[config.mk]
export PLATFORM = sky130hd
export DESIGN_NAME = ipv4_header_checker_top
export DESIGN_NICKNAME = d
export VERILOG_FILES = /design/src/sv/ihc_pkg.sv /design/src/sv/ipv4_header_checker_top.sv
export VERILOG_INCLUDE_DIRS = /design/src /design/src/sv
export SDC_FILE = /design/constraint.sdc
export NUM_CORES = 1
export LEC_CHECK = 0
export ABC_AREA = 1
export BUFFER_PORTS_ARGS = -buffer_cell sky130_fd_sc_hd__buf_2
export CAP_MARGIN = 40
export CORE_MARGIN = 1.5
export CORE_UTILIZATION = 65
export CTS_CLUSTER_DIAMETER = 50
export DETAILED_ROUTE_END_ITERATION = 10
export PLACE_DENSITY = 0.94
export SLEW_MARGIN = 20
export SYNTH_ARGS = -nofsm -noshare
export SYNTH_HDL_FRONTEND = slang
export SYNTH_SLANG_ARGS = --single-unit
[constraint.sdc]
create_clock -name clk -period 5.7 [get_ports clk]
set_input_delay 0 -clock clk [delete_from_list [all_inputs] [get_ports clk]]
set_output_delay 0 -clock clk [all_outputs]
set_load 0.01 [all_outputs]
[src/sv/ipv4_header_checker_top_assert.svh]
// Assertion macros for the IPv4 header checker.
// Needs clk and rst_n in the scope where a macro is used.
`ifndef IPV4_HEADER_CHECKER_TOP_ASSERT_SVH
`define IPV4_HEADER_CHECKER_TOP_ASSERT_SVH

// Consequent must hold in the same cycle as the antecedent.
`define IHC_ASSERT_SAME(lbl, ante, cons) \
    lbl: assert property (@(posedge clk) disable iff (!rst_n) (ante) |-> (cons)) \
        else $error("ipv4 header checker: same-cycle check failed");

// Consequent must hold in the cycle after the antecedent.
`define IHC_ASSERT_NEXT(lbl, ante, cons) \
    lbl: assert property (@(posedge clk) disable iff (!rst_n) (ante) |=> (cons)) \
        else $error("ipv4 header checker: next-cycle check failed");

`endif

[src/sv/ihc_pkg.sv]
// Types and constants for the IPv4 header checker.
// No dependencies; imported by ipv4_header_checker_top.
`default_nettype none

package ihc_pkg;

    typedef struct packed {
        logic        start_req;
        logic [7:0]  packet_byte;
        logic [15:0] frame_length;
    } ihc_in_t;

    typedef struct packed {
        logic [2:0]  status;
        logic [5:0]  header_bytes;
        logic [15:0] payload_length;
    } ihc_out_t;

    localparam logic [2:0] STATUS_ACCEPT   = 3'd0;
    localparam logic [2:0] STATUS_VERSION  = 3'd1;
    localparam logic [2:0] STATUS_HDR_LEN  = 3'd2;
    localparam logic [2:0] STATUS_TTL      = 3'd3;
    localparam logic [2:0] STATUS_CHECKSUM = 3'd4;
    localparam logic [2:0] STATUS_DEST     = 3'd5;

    localparam logic [3:0]  IP_VERSION     = 4'd4;
    localparam logic [3:0]  MIN_IHL        = 4'd5;
    localparam logic [5:0]  TTL_OFFSET     = 6'd8;
    localparam logic [5:0]  DEST_FIRST     = 6'd16;
    localparam logic [5:0]  DEST_LAST      = 6'd19;
    localparam logic [5:0]  MIN_HDR_BYTES  = 6'd20;
    localparam logic [15:0] SUM_GOOD       = 16'hFFFF;
    localparam logic [31:0] BCAST_ADDR     = 32'hFFFF_FFFF;

endpackage

`default_nettype wire

[src/sv/ipv4_header_checker_top.sv]
// IPv4 receive header checker: byte stream in, one verdict per packet out.
// Depends on ihc_pkg and ipv4_header_checker_top_assert.svh.
//
// Takes one packet byte per cycle while no verdict is held unread, with no gaps
// needed between bytes or packets. A byte is registered on acceptance and is
// parsed once the output register can advance; the verdict lands in the output
// register at the end of that cycle. Throughput is one byte per cycle, set by
// the parse stage (16-bit end-around-carry add, then the 32-bit destination
// compare). Both stages stall only while a verdict is held unread.
// Version or IHL errors are reported on byte 0; otherwise the verdict comes on
// the last header byte. local_address may only be written while no packet is
// in flight.
`default_nettype none

`include "ipv4_header_checker_top_assert.svh"

module ipv4_header_checker_top
    import ihc_pkg::*;
(
    input  wire logic        clk,
    input  wire logic        rst_n,

    input  wire logic        byte_valid,
    output      logic        byte_ready,
    input  wire ihc_in_t     byte_data,

    output      logic        verdict_valid,
    input  wire logic        verdict_ready,
    output      ihc_out_t    verdict_data,

    input  wire logic        cfg_valid,
    output      logic        cfg_ready,
    input  wire logic [31:0] cfg_data
);

    // input stage
    logic     stage_valid_reg, stage_valid_next;
    ihc_in_t  stage_data_reg;

    // parse state
    logic [31:0] local_addr_reg;
    logic [5:0]  offset_reg, offset_next;
    logic        skipping_reg, skipping_next;
    logic [3:0]  ihl_reg, ihl_next;
    logic [15:0] sum_reg, sum_next;
    logic [7:0]  high_reg, high_next;
    logic        ttl_zero_reg, ttl_zero_next;
    logic [31:0] dest_reg, dest_next;
    logic [15:0] saved_len_reg, saved_len_next;

    // result register
    logic     out_valid_reg, out_valid_next;
    ihc_out_t out_data_reg, out_data_next;

    logic        advance;
    logic        proc;
    logic        fire;
    logic [2:0]  status;
    logic [16:0] add_wide;
    logic [15:0] folded;
    logic [5:0]  last_off;
    logic [5:0]  hdr_bytes;
    logic [15:0] hdr_bytes_w;

    assign advance    = !out_valid_reg || verdict_ready;
    assign proc       = stage_valid_reg && advance;
    assign byte_ready = !stage_valid_reg || advance;
    assign cfg_ready  = 1'b1;

    assign verdict_valid = out_valid_reg;
    assign verdict_data  = out_data_reg;

    // ones'-complement add of the current word, end-around carry
    assign add_wide = {1'b0, sum_reg} + {1'b0, high_reg, stage_data_reg.packet_byte};
    assign folded   = add_wide[15:0] + {15'd0, add_wide[16]};
    assign last_off = {ihl_reg, 2'b00} - 6'd1;

    always_comb
    begin
        offset_next    = offset_reg;
        skipping_next  = skipping_reg;
        ihl_next       = ihl_reg;
        sum_next       = sum_reg;
        high_next      = high_reg;
        ttl_zero_next  = ttl_zero_reg;
        dest_next      = dest_reg;
        saved_len_next = saved_len_reg;
        fire           = 1'b0;
        status         = STATUS_ACCEPT;

        if (proc)
        begin
            if (stage_data_reg.start_req)
            begin
                saved_len_next = stage_data_reg.frame_length;
                ihl_next       = stage_data_reg.packet_byte[3:0];
                sum_next       = 16'd0;
                high_next      = stage_data_reg.packet_byte;
                ttl_zero_next  = 1'b0;
                dest_next      = 32'd0;
                offset_next    = 6'd1;
                skipping_next  = 1'b0;
                if (stage_data_reg.packet_byte[7:4] != IP_VERSION)
                begin
                    skipping_next = 1'b1;
                    fire          = 1'b1;
                    status        = STATUS_VERSION;
                end
                else if (stage_data_reg.packet_byte[3:0] < MIN_IHL)
                begin
                    skipping_next = 1'b1;
                    fire          = 1'b1;
                    status        = STATUS_HDR_LEN;
                end
            end
            else if (!skipping_reg)
            begin
                if (!offset_reg[0])
                    high_next = stage_data_reg.packet_byte;
                else
                    sum_next = folded;

                if (offset_reg == TTL_OFFSET)
                    ttl_zero_next = (stage_data_reg.packet_byte == 8'd0);
                if (offset_reg >= DEST_FIRST && offset_reg <= DEST_LAST)
                    dest_next = {dest_reg[23:0], stage_data_reg.packet_byte};

                if (offset_reg >= last_off)
                begin
                    skipping_next = 1'b1;
                    fire          = 1'b1;
                    priority if (ttl_zero_next)
                        status = STATUS_TTL;
                    else if (sum_next != SUM_GOOD)
                        status = STATUS_CHECKSUM;
                    else if (dest_next != local_addr_reg && dest_next != BCAST_ADDR)
                        status = STATUS_DEST;
                    else
                        status = STATUS_ACCEPT;
                end
                else
                begin
                    offset_next = offset_reg + 6'd1;
                end
            end
        end
    end

    assign hdr_bytes   = {ihl_next, 2'b00};
    assign hdr_bytes_w = {10'd0, hdr_bytes};

    always_comb
    begin
        out_valid_next = out_valid_reg;
        out_data_next  = out_data_reg;
        if (proc && fire)
        begin
            out_valid_next             = 1'b1;
            out_data_next.status       = status;
            out_data_next.header_bytes = hdr_bytes;
            out_data_next.payload_length = (saved_len_next >= hdr_bytes_w)
                                         ? (saved_len_next - hdr_bytes_w) : 16'd0;
        end
        else if (verdict_ready)
        begin
            out_valid_next = 1'b0;
        end
    end

    always_comb
    begin
        stage_valid_next = stage_valid_reg;
        if (byte_ready)
            stage_valid_next = byte_valid;
    end

    always_ff @(posedge clk or negedge rst_n)
    begin
        if (!rst_n)
        begin
            stage_valid_reg <= 1'b0;
            out_valid_reg   <= 1'b0;
            local_addr_reg  <= 32'd0;
            offset_reg      <= 6'd0;
            skipping_reg    <= 1'b1;
            ihl_reg         <= 4'd0;
            sum_reg         <= 16'd0;
            high_reg        <= 8'd0;
            ttl_zero_reg    <= 1'b0;
            dest_reg        <= 32'd0;
            saved_len_reg   <= 16'd0;
        end
        else
        begin
            stage_valid_reg <= stage_valid_next;
            out_valid_reg   <= out_valid_next;
            if (cfg_valid && cfg_ready)
                local_addr_reg <= cfg_data;
            offset_reg      <= offset_next;
            skipping_reg    <= skipping_next;
            ihl_reg         <= ihl_next;
            sum_reg         <= sum_next;
            high_reg        <= high_next;
            ttl_zero_reg    <= ttl_zero_next;
            dest_reg        <= dest_next;
            saved_len_reg   <= saved_len_next;
        end
    end

    // payload registers
    always_ff @(posedge clk)
    begin
        if (byte_valid && byte_ready)
            stage_data_reg <= byte_data;
        out_data_reg <= out_data_next;
    end

    // a verdict always leaves the parser idle until the next start byte
    `IHC_ASSERT_NEXT(a_skip_after_verdict, proc && fire, skipping_reg)
    // a held byte is not lost while the verdict waits
    `IHC_ASSERT_NEXT(a_stage_holds, stage_valid_reg && !advance, stage_valid_reg)
    // late verdicts only come from headers of at least twenty bytes
    `IHC_ASSERT_SAME(a_late_hdr_len,
        verdict_valid && verdict_data.status != STATUS_VERSION
            && verdict_data.status != STATUS_HDR_LEN,
        verdict_data.header_bytes >= MIN_HDR_BYTES)
    // a header length error means a short IHL
    `IHC_ASSERT_SAME(a_short_hdr,
        verdict_valid && verdict_data.status == STATUS_HDR_LEN,
        verdict_data.header_bytes < MIN_HDR_BYTES)

endmodule

`default_nettype wire

Word-level counts from Yosys, hierarchy flattened

Index checks and enable logic that the tools add are counted.

Register bits after elaboration: 166
Logic and storage cells: 95
Output and inout bits: 28
Input bits: 62

Magnitude comparators: 5
$add $sub $neg: 5
Muxes and demuxes: 46
Reductions and logical operators: 14
Equality and inequality tests: 8

Operators with widths:

| kind                                                              | count |
|---|---|
| two-way mux 32 bit                                                | 6 |
| two-way mux 16 bit                                                | 8 |
| inequality test 32 bit                                            | 1 |
| inequality test 32 bit, second input constant                     | 1 |
| two-way mux 8 bit                                                 | 3 |
| two-way mux 3 bit                                                 | 6 |
| two-way mux 6 bit                                                 | 3 |
| adder 16 x 16 -> 17 bit                                           | 1 |
| adder 16 x 1 -> 16 bit                                            | 1 |
| greater-or-equal comparator 16 x 6 -> 1 bit                       | 1 |
| two-way mux 1 bit                                                 | 16 |
| inequality test 16 bit, second input constant                     | 1 |
| subtractor 16 x 6 -> 16 bit                                       | 1 |
| logical NOT 8 bit                                                 | 1 |
| two-way mux 4 bit                                                 | 2 |
| adder 6 x 1 -> 6 bit, second input constant                       | 1 |
| == test 6 x 4 -> 1 bit, second input constant                     | 1 |
| greater-or-equal comparator 6 x 5 -> 1 bit, second input constant | 1 |
| greater-or-equal comparator 6 bit                                 | 1 |
| <= comparator 6 x 5 -> 1 bit, second input constant               | 1 |
| inequality test 2 bit, second input constant                      | 3 |
| AND reduction 3 bit                                               | 2 |
| subtractor 6 x 1 -> 6 bit, second input constant                  | 1 |
| logical AND 1 bit                                                 | 5 |
| 7 further kinds                                                   | 10 |

Logic depth before layout (Yosys ltp)

Gate-level depths: netlist of run 1.

Depth after elaboration: 14
Mapped depth: 30
Mapped depth without buffers: 30

Worst setup path before layout of run 1

OpenSTA, ideal clock, no wires.

Kind: flip-flop to flip-flop
Start: register stage_data_reg[16] in the netlist's numbering
End: register out_data_reg, in the netlist verdict_data[24], data pin
Stages on the path, launching flop included: 29
Slack: 2.225 ns
Data arrival time: 3.225 ns
Clock period less this slack: 3.475 ns
Path buffers: 0
Library setup time: 0.250 ns
Required time: 5.450 ns
Cell sequence: edfxtp_1 > ha_1 > inv_1 > fa_1 > inv_1 > nand2_1 > nand2_1 > nand3_1 > nand2_1 > nand4_1 > nand2_1 > a21oi_1 > o21bai_1 > ha_1 > nand2_1 > nor2_1 > nand3_1 > nor2_1 > nand3_2 > nor2_2 > nand2_1 > nand2_1 > nand2_1 > nand2_1 > nand2_1 > nor2_1 > nand4_1 > nand3_1 > inv_1

Word-level cells in the longest chain between the ends: 12
Elaborated cells between the ends (all ways): 25
Classes of those cells: add/sub (2); eq/ne (3); mux (18); reduce/logical (2)

RTL lines:

| item                                                          | line                                                           | RTL |
|---|---|---|
| from (decl)                                                   | ipv4_header_checker_top.sv:38                                  | `ihc_in_t stage_data_reg;` |
| from (signal assigned)                                        | ipv4_header_checker_top.sv:214                                 | `stage_data_reg <= byte_data;` |
| adder 16 x 16 -> 17 bit or two-way mux 32 bit (tied branches) | ipv4_header_checker_top.sv:74, ipv4_header_checker_top.sv:125  |  |
| adder 16 x 1 -> 16 bit or two-way mux 32 bit (tied branches)  | ipv4_header_checker_top.sv:75, ipv4_header_checker_top.sv:116  |  |
| two-way mux 16 bit or two-way mux 32 bit (tied branches)      | ipv4_header_checker_top.sv:118, ipv4_header_checker_top.sv:93  |  |
| two-way mux 16 bit or two-way mux 32 bit (tied branches)      | ipv4_header_checker_top.sv:116, ipv4_header_checker_top.sv:91  |  |
| two-way mux 16 bit or inequality test 32 bit (tied branches)  | ipv4_header_checker_top.sv:93, ipv4_header_checker_top.sv:136  |  |
| two-way mux 16 bit or logical AND 1 bit (tied branches)       | ipv4_header_checker_top.sv:91, ipv4_header_checker_top.sv:136  |  |
| inequality test 16 bit or two-way mux 3 bit (tied branches)   | ipv4_header_checker_top.sv:134, ipv4_header_checker_top.sv:136 |  |
| two-way mux 3 bit                                             | ipv4_header_checker_top.sv:134                                 | `else if (sum_next != SUM_GOOD)` |
| two-way mux 3 bit *                                           | ipv4_header_checker_top.sv:132                                 | `priority if (ttl_zero_next)` |
| two-way mux 3 bit *                                           | ipv4_header_checker_top.sv:128                                 | `if (offset_reg >= last_off)` |
| two-way mux 3 bit *                                           | ipv4_header_checker_top.sv:116                                 | `else if (!skipping_reg)` |
| two-way mux 3 bit *                                           | ipv4_header_checker_top.sv:93                                  | `if (stage_data_reg.start_req)` |
| to (signal assigned)                                          | ipv4_header_checker_top.sv:215                                 | `out_data_reg <= out_data_next;` |
| to (decl)                                                     | ipv4_header_checker_top.sv:53                                  | `ihc_out_t out_data_reg, out_data_next;` |

Mark *: on every way between the ends. The rest lies on a longest branch, timed or not. The select of a mux whose other input is x is not followed.
A chain may end at the register's enable or synchronous reset.

Worst setup path in the final report of run 1

Start: register stage_data_reg[24] in the netlist's numbering
End: register out_data_reg, in the netlist verdict_data[9], data pin

Word-level cells in the longest chain between the ends: 3
Elaborated cells between the ends (all ways): 6
Classes of those cells: add/sub (1); order compare (1); mux (4)

RTL lines:

| item                                                                                       | line                                                           | RTL |
|---|---|---|
| two-way mux 4 bit *                                                                        | ipv4_header_checker_top.sv:93                                  |  |
| two-way mux 4 bit *                                                                        | ipv4_header_checker_top.sv:91                                  | `if (proc)` |
| via ihl_next[2]                                                                            | ipv4_header_checker_top.sv:44                                  | `logic [3:0] ihl_reg, ihl_next;` |
| subtractor 16 x 6 -> 16 bit or greater-or-equal comparator 16 x 6 -> 1 bit (tied branches) | ipv4_header_checker_top.sv:162, ipv4_header_checker_top.sv:161 |  |

The timed path passes the listed nets; every way through them passes the cells marked *.

==> results of run 1 <==
==> how the worst max path moves through the flow <==
| stage | from | slack [ps] | depth (start not counted) | end |
|---|---|---|---|---|
| 2_1_floorplan | stage_data_reg[16] | 2220 | 28 | verdict_data[24] |
| 3_3_place_gp | stage_data_reg[16] | 1840 | 28 | verdict_data[24] |
| 3_5_place_dp | stage_data_reg[16] | 1670 | 28 | verdict_data[24] |
| 4_1_cts | stage_data_reg[24] | 1600 | 17 | verdict_data[14] |
| 5_1_grt | stage_data_reg[24] | 970 | 18 | verdict_data[9] |
| 6_report | stage_data_reg[24] | 1230 | 18 | verdict_data[9] |
==> report_power, final <==
group | switching (mW) | internal, mW | leakage, nW | total (mW)
Clock | 0.509 | 0.615 | 0.267 | 1.12
Combinational | 1.23 | 0.611 | 3.07 | 1.84
Sequential | 0.166 | 1.45 | 1.96 | 1.61
==> kinds of logic after synthesis <==
| family | count (synthesis) | share of synthesized area [%] |
|---|---|---|
| xor+xnor | 25 | 2.369 |
| simple gates | 527 | 25.00 |
| compound gates | 178 | 10.42 |
| mux | 11 | 1.300 |
| buf+inv | 213 | 8.908 |
| flops | 166 | 47.56 |
| fa+ha+maj | 31 | 4.359 |
| other cells | 2 | 0.08125 |
==> stage by stage <==
| step | instances | total power [mW] | setup slack (ps) |
|---|---|---|---|
| 2_1_floorplan | 1154 | 2.786 | 2225 |
| 3_3_place_gp | 1389 | 3.176 | 1845 |
| 3_5_place_dp | 1395 | 3.267 | 1667 |
| 4_1_cts | 1489 | 4.408 | 1596 |
| 5_1_grt | 1492 | 4.773 | 965.9 |
| 6_report | 1492 | 4.578 | 1230 |
==> cell usage after synthesis, types with 4 or more instances <==
cell type  number  area share (%)
a21oi_1        27             1.5
clkbuf_1       26             1.1
dfrtp_1       117              32
edfxtp_1       48              16
ha_1           29             3.9
inv_1         174             7.1
mux2_2          8            0.97
nand2_1       327              13
nand3_1        50             2.7
nand3_2         4            0.43
nand4_1        19             1.3
nor2_1         60             2.4
nor2_2         12            0.81
nor2_4          4            0.49
nor3_1         18            0.97
nor4_1          9            0.61
o21ai_0       108             5.8
o21ai_1         4            0.22
o22ai_1        27             1.8
or2_2          12            0.81
xor2_1         23             2.2
==> worst max-delay path, cell delays in order (launching register included) <==
cell      delay [ps]
edfxtp_1         480
inv_2            210
nor2_8           380
inv_4            200
o21ai_0          490
inv_1            110
ha_1             380
nand2_1          100
inv_1             50
o21ai_0          260
nand2_2          140
nor2_4           130
nand3_2          120
nor3_4           230
nand3_2          180
nor2_4           490
inv_2            100
o21ai_1          130
inv_2             40
==> cells in the final DEF, fill, tap and decap left out, types with 3 or more instances in the layout <==
cell / Yosys / routed
clkbuf_1: 26 / 3
mux2_2: 8 / 8
conb_1: 2 / 3
ha_1: 29 / 29
buf_2: 2 / 85
nor2_2: 12 / 12
xor2_1: 23 / 23
dfrtp_1: 117 / 117
or2_2: 12 / 12
mux2i_1: 3 / 3
o21ai_1: 4 / 4
dlygate4sd3_1: 0 / 63
o21ai_0: 108 / 108
nand2_2: 3 / 3
buf_4: 3 / 5
nand2_1: 327 / 327
nand3_1: 50 / 49
o21a_1: 3 / 3
nand4_1: 19 / 19
clkbuf_16: 0 / 17
nor3_1: 18 / 18
clkinv_2: 0 / 3
nand3b_1: 3 / 3
inv_1: 174 / 174
o22ai_1: 27 / 27
nor2_4: 4 / 4
nor4_1: 9 / 9
inv_2: 3 / 3
nand3_2: 4 / 5
edfxtp_1: 48 / 48
nor2_1: 60 / 60
buf_12: 0 / 3
a21oi_1: 27 / 27
==> layout make-up <==
class,count,area (sq um),share of cell area (%)
multi-input cells,775,4033,36.27
inverters,179,674.4,6.066
well taps,180,225.2,2.026
clock inverters,11,101.3,0.9115
clock buffers,21,450.4,4.051
flip-flops and latches,166,4395,39.53
repair buffers,160,1239,11.14
==> metal layers <==
| layer | part of all wire, % | up-vias | global-route usage [%] |
|---|---|---|---|
| li1 | - | 4002 | - |
| met1 | 33 | 4359 | 48.47 |
| met2 | 46 | 933 | 70.36 |
| met3 | 12 | 307 | 9.480 |
| met4 | 8.9 | 0 | 29.07 |
| met5 | 0 | - | 0 |
==> impl_results.md, run 1 <==
- Status: finished clean
- Minimum clock period: 4470 ps
- I/O pins: 90
- Post-synthesis sequential area ratio: 47.56%
- Worst flop-to-flop path startpoint: stage_data_reg[24]
- Flops & latches, synth: 166
- Starting Density: 66.59%
- Netlist cell types: 49
- First drt pass iteration count: 11
- Post-place instance area: ~9900 sq um
- Iter 0 DRT Violations: 1733
- Worst setup SP type: register
- Clock Pin Slew Worst Setup and Hold Paths: 70 ps
- Post-Syn Area per Cell: approximately 8.0 sq um
- Final hold violation count: 0
- Area delta synth->final: 20.29%
- VDD IR-drop max: 0.0002297 V
- GPL Wtd Cong: around 0.9
- RR Endpoint: verdict_data[9]
- Slew headroom: approximately 52%
- WP data required: between 5000 and 6000 ps
- Die X: between 100 and 150 um
- Final core utilization: 80.10%
- DRC Markers: 0
- Power per cell area: ~410 nW/um^2
- Setup TNS: 0 ps
- Post-synth EDFFs: 48
- Layout fillers: 740
- Crit path DAT: 4660 ps
- Max Clk Rate: 0.2237 GHz
- Core area: 13880 sq um
- Crit-path max FO: 23
- R2r worst-path depth: 18
- Post-route ant nets: 0
- Die Span Y: 122.2 um
- Rows: 43
- Clock buffer count from CTS: 17
- Layout Nets: 1392
- Setup Fix Bufs, Post-CTS: 0
- Post-cts sizing count: 0
- DR vias: 9601
- Fin area: 11120 sq um
- Max Cap Viol: 0
- Post-Syn Area: ~9000 sq um
- Diode count: 0
- WHS: between 60 and 70 ps
- Main synth FF type: dfrtp_1
- TritonCTS Sinks: 166
- I/O Buffers: 86
- Crit path kind: register to register
- Final setup viols: 0
- Share of cells above drive strength 1: roughly 14%
- Overall routing resource usage: 42.19%
- First-pass GRT wire length: 47.18 mm
- Final worst-path cycle share: slightly below 80%
- Vias in the first global route: 9243
- Setup Skew: 13.89 ps
- H-Tree Depth: 4
- Slew Limit Fails: 0
- WL/cell: 21.53 um
- Via/cell ratio: roughly 6.4
- Die ar.: 14940 sq um
- Leak pwr: 5.301 nW
- Nature of the critical path endpoint: register
- Initial antenna violation count: 0
- Slew @ Worst Pin: 718.4 ps
- Ys async rst share: about 71%
- Worst min path class: primary input to asynchronous set/reset pin
- Largest net degree at the start of global routing: 57
- CTS tree: built
- Worst-Skew Late Latency: 440 ps
- Remaining Overflow, GRT: 0
- Cts hold-fix bufs: slightly above 60
- Syn Inst Count: 1153
- Routed wire length: 32.12 mm
- RSZ-0062 raised after global routing: false
- Setup slack, reg-to-reg: between 1000 and 1500 ps
- Largest buffer count on any clock path: 2
- HPWL Detailed: 17.32 mm
- Root Buffer: clkbuf_16
- Warnings, synthesis: 0
Power figures use the tool's default switching activity.
==> run 2: changes to the inputs <==
- CORE_UTILIZATION: 65 -> 54
- PLACE_DENSITY: 0.94 -> 0.85
- clock period: 5.7 -> 3.7 ns (I/O delays scaled with it)
==> run 2 against run 1 <==
  * The run now ends with setup timing left
  * Cell count grew 6.9%
  * Global-route usage fell by 12 points
  * Non-clock buffer count rose by 63
  * Combinational power increased by 76%
  * Utilization decreased by 9.4 points
  * Sequential share of layout area is 2.2 points lower
  * Die area rose by 20%
  * First-iteration DRC count fell by 53%
  * Via count decreased by 8.6%
  * Sequential cell count unchanged
  * Power rose by 60%
  * Critical path type unchanged
  * Critical endpoint is now verdict_data[24]
  * Largest cell class unchanged
==> impl_results.md, run 2 (same netlist as run 1, synthesis figures left out) <==
- Status: complete, but fails checks
- Failing checks: setup timing
- Root Buffer: clkbuf_16
- WL/cell: between 15 and 20 um
- Clock Pin Slew Worst Setup and Hold Paths: 60 ps
- Nature of the critical path endpoint: register
- Leak pwr: around 5.6 nW
- Max incr delay on CP: 360 ps
- Overall routing resource usage: 30.00%
- Crit path kind: register to register
- DRC Markers: 0
- Core area: around 17000 sq um
- Final core utilization: 70.69%
- I/O pins: 90
- WP data required: 3900 ps
- Crit-path max FO: 4
- DR vias: 8771
- Post-route ant nets: 0
- Layout Nets: 1455
- Largest net degree at the start of global routing: 65
- Worst setup SP type: register
- Die Span Y: around 130 um
- VDD IR-drop max: around 0.00036 V
- Slew headroom: 56.42%
- Minimum clock period: 3709 ps
- CP most frequent cell: nand2_2
- H-Tree Depth: 4
- Fin worst setup slack: -9.284 ps
- Starting Density: 55.54%
- Max Clk Rate: 0.2696 GHz
- Iter 0 DRT Violations: 822
- RSZ-0062 raised after global routing: true
- Slew @ Worst Pin: 653.0 ps
- Vias in the first global route: 8650
- HPWL Detailed: 16.63 mm
- Remaining Overflow, GRT: 0
- GPL Wtd Cong: 0.9336
- Final hold violation count: 0
- Rows: 47
- Slew Limit Fails: 0
- Initial antenna violation count: 0
- Most frequent cells in the layout: nand2_1 (314), inv_1 (171), dfrtp_1 (117)
- I/O Buffers: 86
- Share of cells above drive strength 1: 20.07%
- Post-place instance area: approximately 10000 sq um
- Via/cell ratio: 5.499
- Die ar.: 17910 sq um
- Area delta synth->final: 27.28%
- CTS tree: built
- Max Cap Viol: 0
- Slowest CP cell: edfxtp_1
- Crit path DAT: ~3900 ps
- Setup Skew: 17.76 ps
- First-pass GRT wire length: 42.08 mm
- Clock buffer count from CTS: 17
- Most common cell after layout, fill and taps aside: nand2_1
- First drt pass iteration count: 6
- CP top delay family: simple AND/OR/NAND/NOR gates
- Worst min path class: primary input to asynchronous set/reset pin
- Power per cell area: 622.2 nW/um^2
- Routed wire length: 26.42 mm
- WP buf/inv: 3
- TritonCTS Sinks: ~170
- Largest buffer count on any clock path: 2
- Diode count: 0
- Fin area: roughly 12000 sq um
- Die X: 133.8 um
- Worst-Skew Late Latency: 440 ps
- Final setup viols: 1
- Final worst-path cycle share: 100.3%
-- run 2: worst paths after layout --
kind	slack (ps)	depth (start not counted)	startpoint	end
max	-9	28	stage_data_reg[16]	verdict_data[24]
min	40	2	rst_n	saved_len_reg[9]
max reg2reg	-9	28	stage_data_reg[16]	verdict_data[24]
min reg2reg	490	2	dest_reg[29]	dest_reg[29]
max in group asynchronous	2980	3	rst_n	sum_reg[0]
min in group clk	270	2	byte_data[11]	stage_data_reg[11]
-- run 2: power by group --
part | total [mW] | leakage, nW | switching, mW | internal [mW]
registers | 2.42 | 1.96 | 0.192 | 2.23
clock network | 1.66 | 0.261 | 0.702 | 0.962
logic | 3.23 | 3.37 | 2.01 | 1.22
-- run 2: metrics by stage --
stage | setup slack, ps | setup TNS [ps] | hold WS (ps) | cells | power, mW
final | -9.284 | -9.284 | 43.61 | 1595 | 7.319
after global routing | -305.0 | -470.7 | 79.33 | 1595 | 7.730
after CTS | 13.59 | 0 | 49.19 | 1588 | 6.982
after detailed placement | -151.6 | -223.4 | -40.34 | 1479 | 5.198
after global placement | 10.26 | 0 | 176.9 | 1476 | 5.090
after floorplan | 224.7 | 0 | -295.6 | 1154 | 4.292
-- run 2: worst reg2reg max path: cells and delay by family, from the launching register on --
| family | cells | cell delay [ps] |
|---|---|---|
| simple gates | 20 | 1930 |
| fa+ha+maj | 3 | 770 |
| flops | 1 | 360 |
| compound gates | 2 | 280 |
| buf+inv | 3 | 150 |
-- run 2: what timing repair did --
action,CTS,global route
gates resized for setup,16,40
pin swaps,17,27
hold buffers,62,1
setup buffers,16,4
endpoints found under the setup margin,2,18
endpoints found under the hold margin,176,5
-- run 2: cell type report --
cell class                 count  area (sq um)
clock buffer                  28         486.7
timing repair buffer         223          1683
multi-input combinational    775          4200
inverter                     179         674.4
sequential                   166          4395
fill                        1163          4878
clock inverter                 4         48.80
tap                          220         275.3
-- run 2: metal layers --
metal | track usage, % | part of all wire (%)
met3 | 4.913 | 6.8
met1 | 36.98 | 39
met4 | 14.13 | 4.3
met5 | 0 | 0
met2 | 51.69 | 50
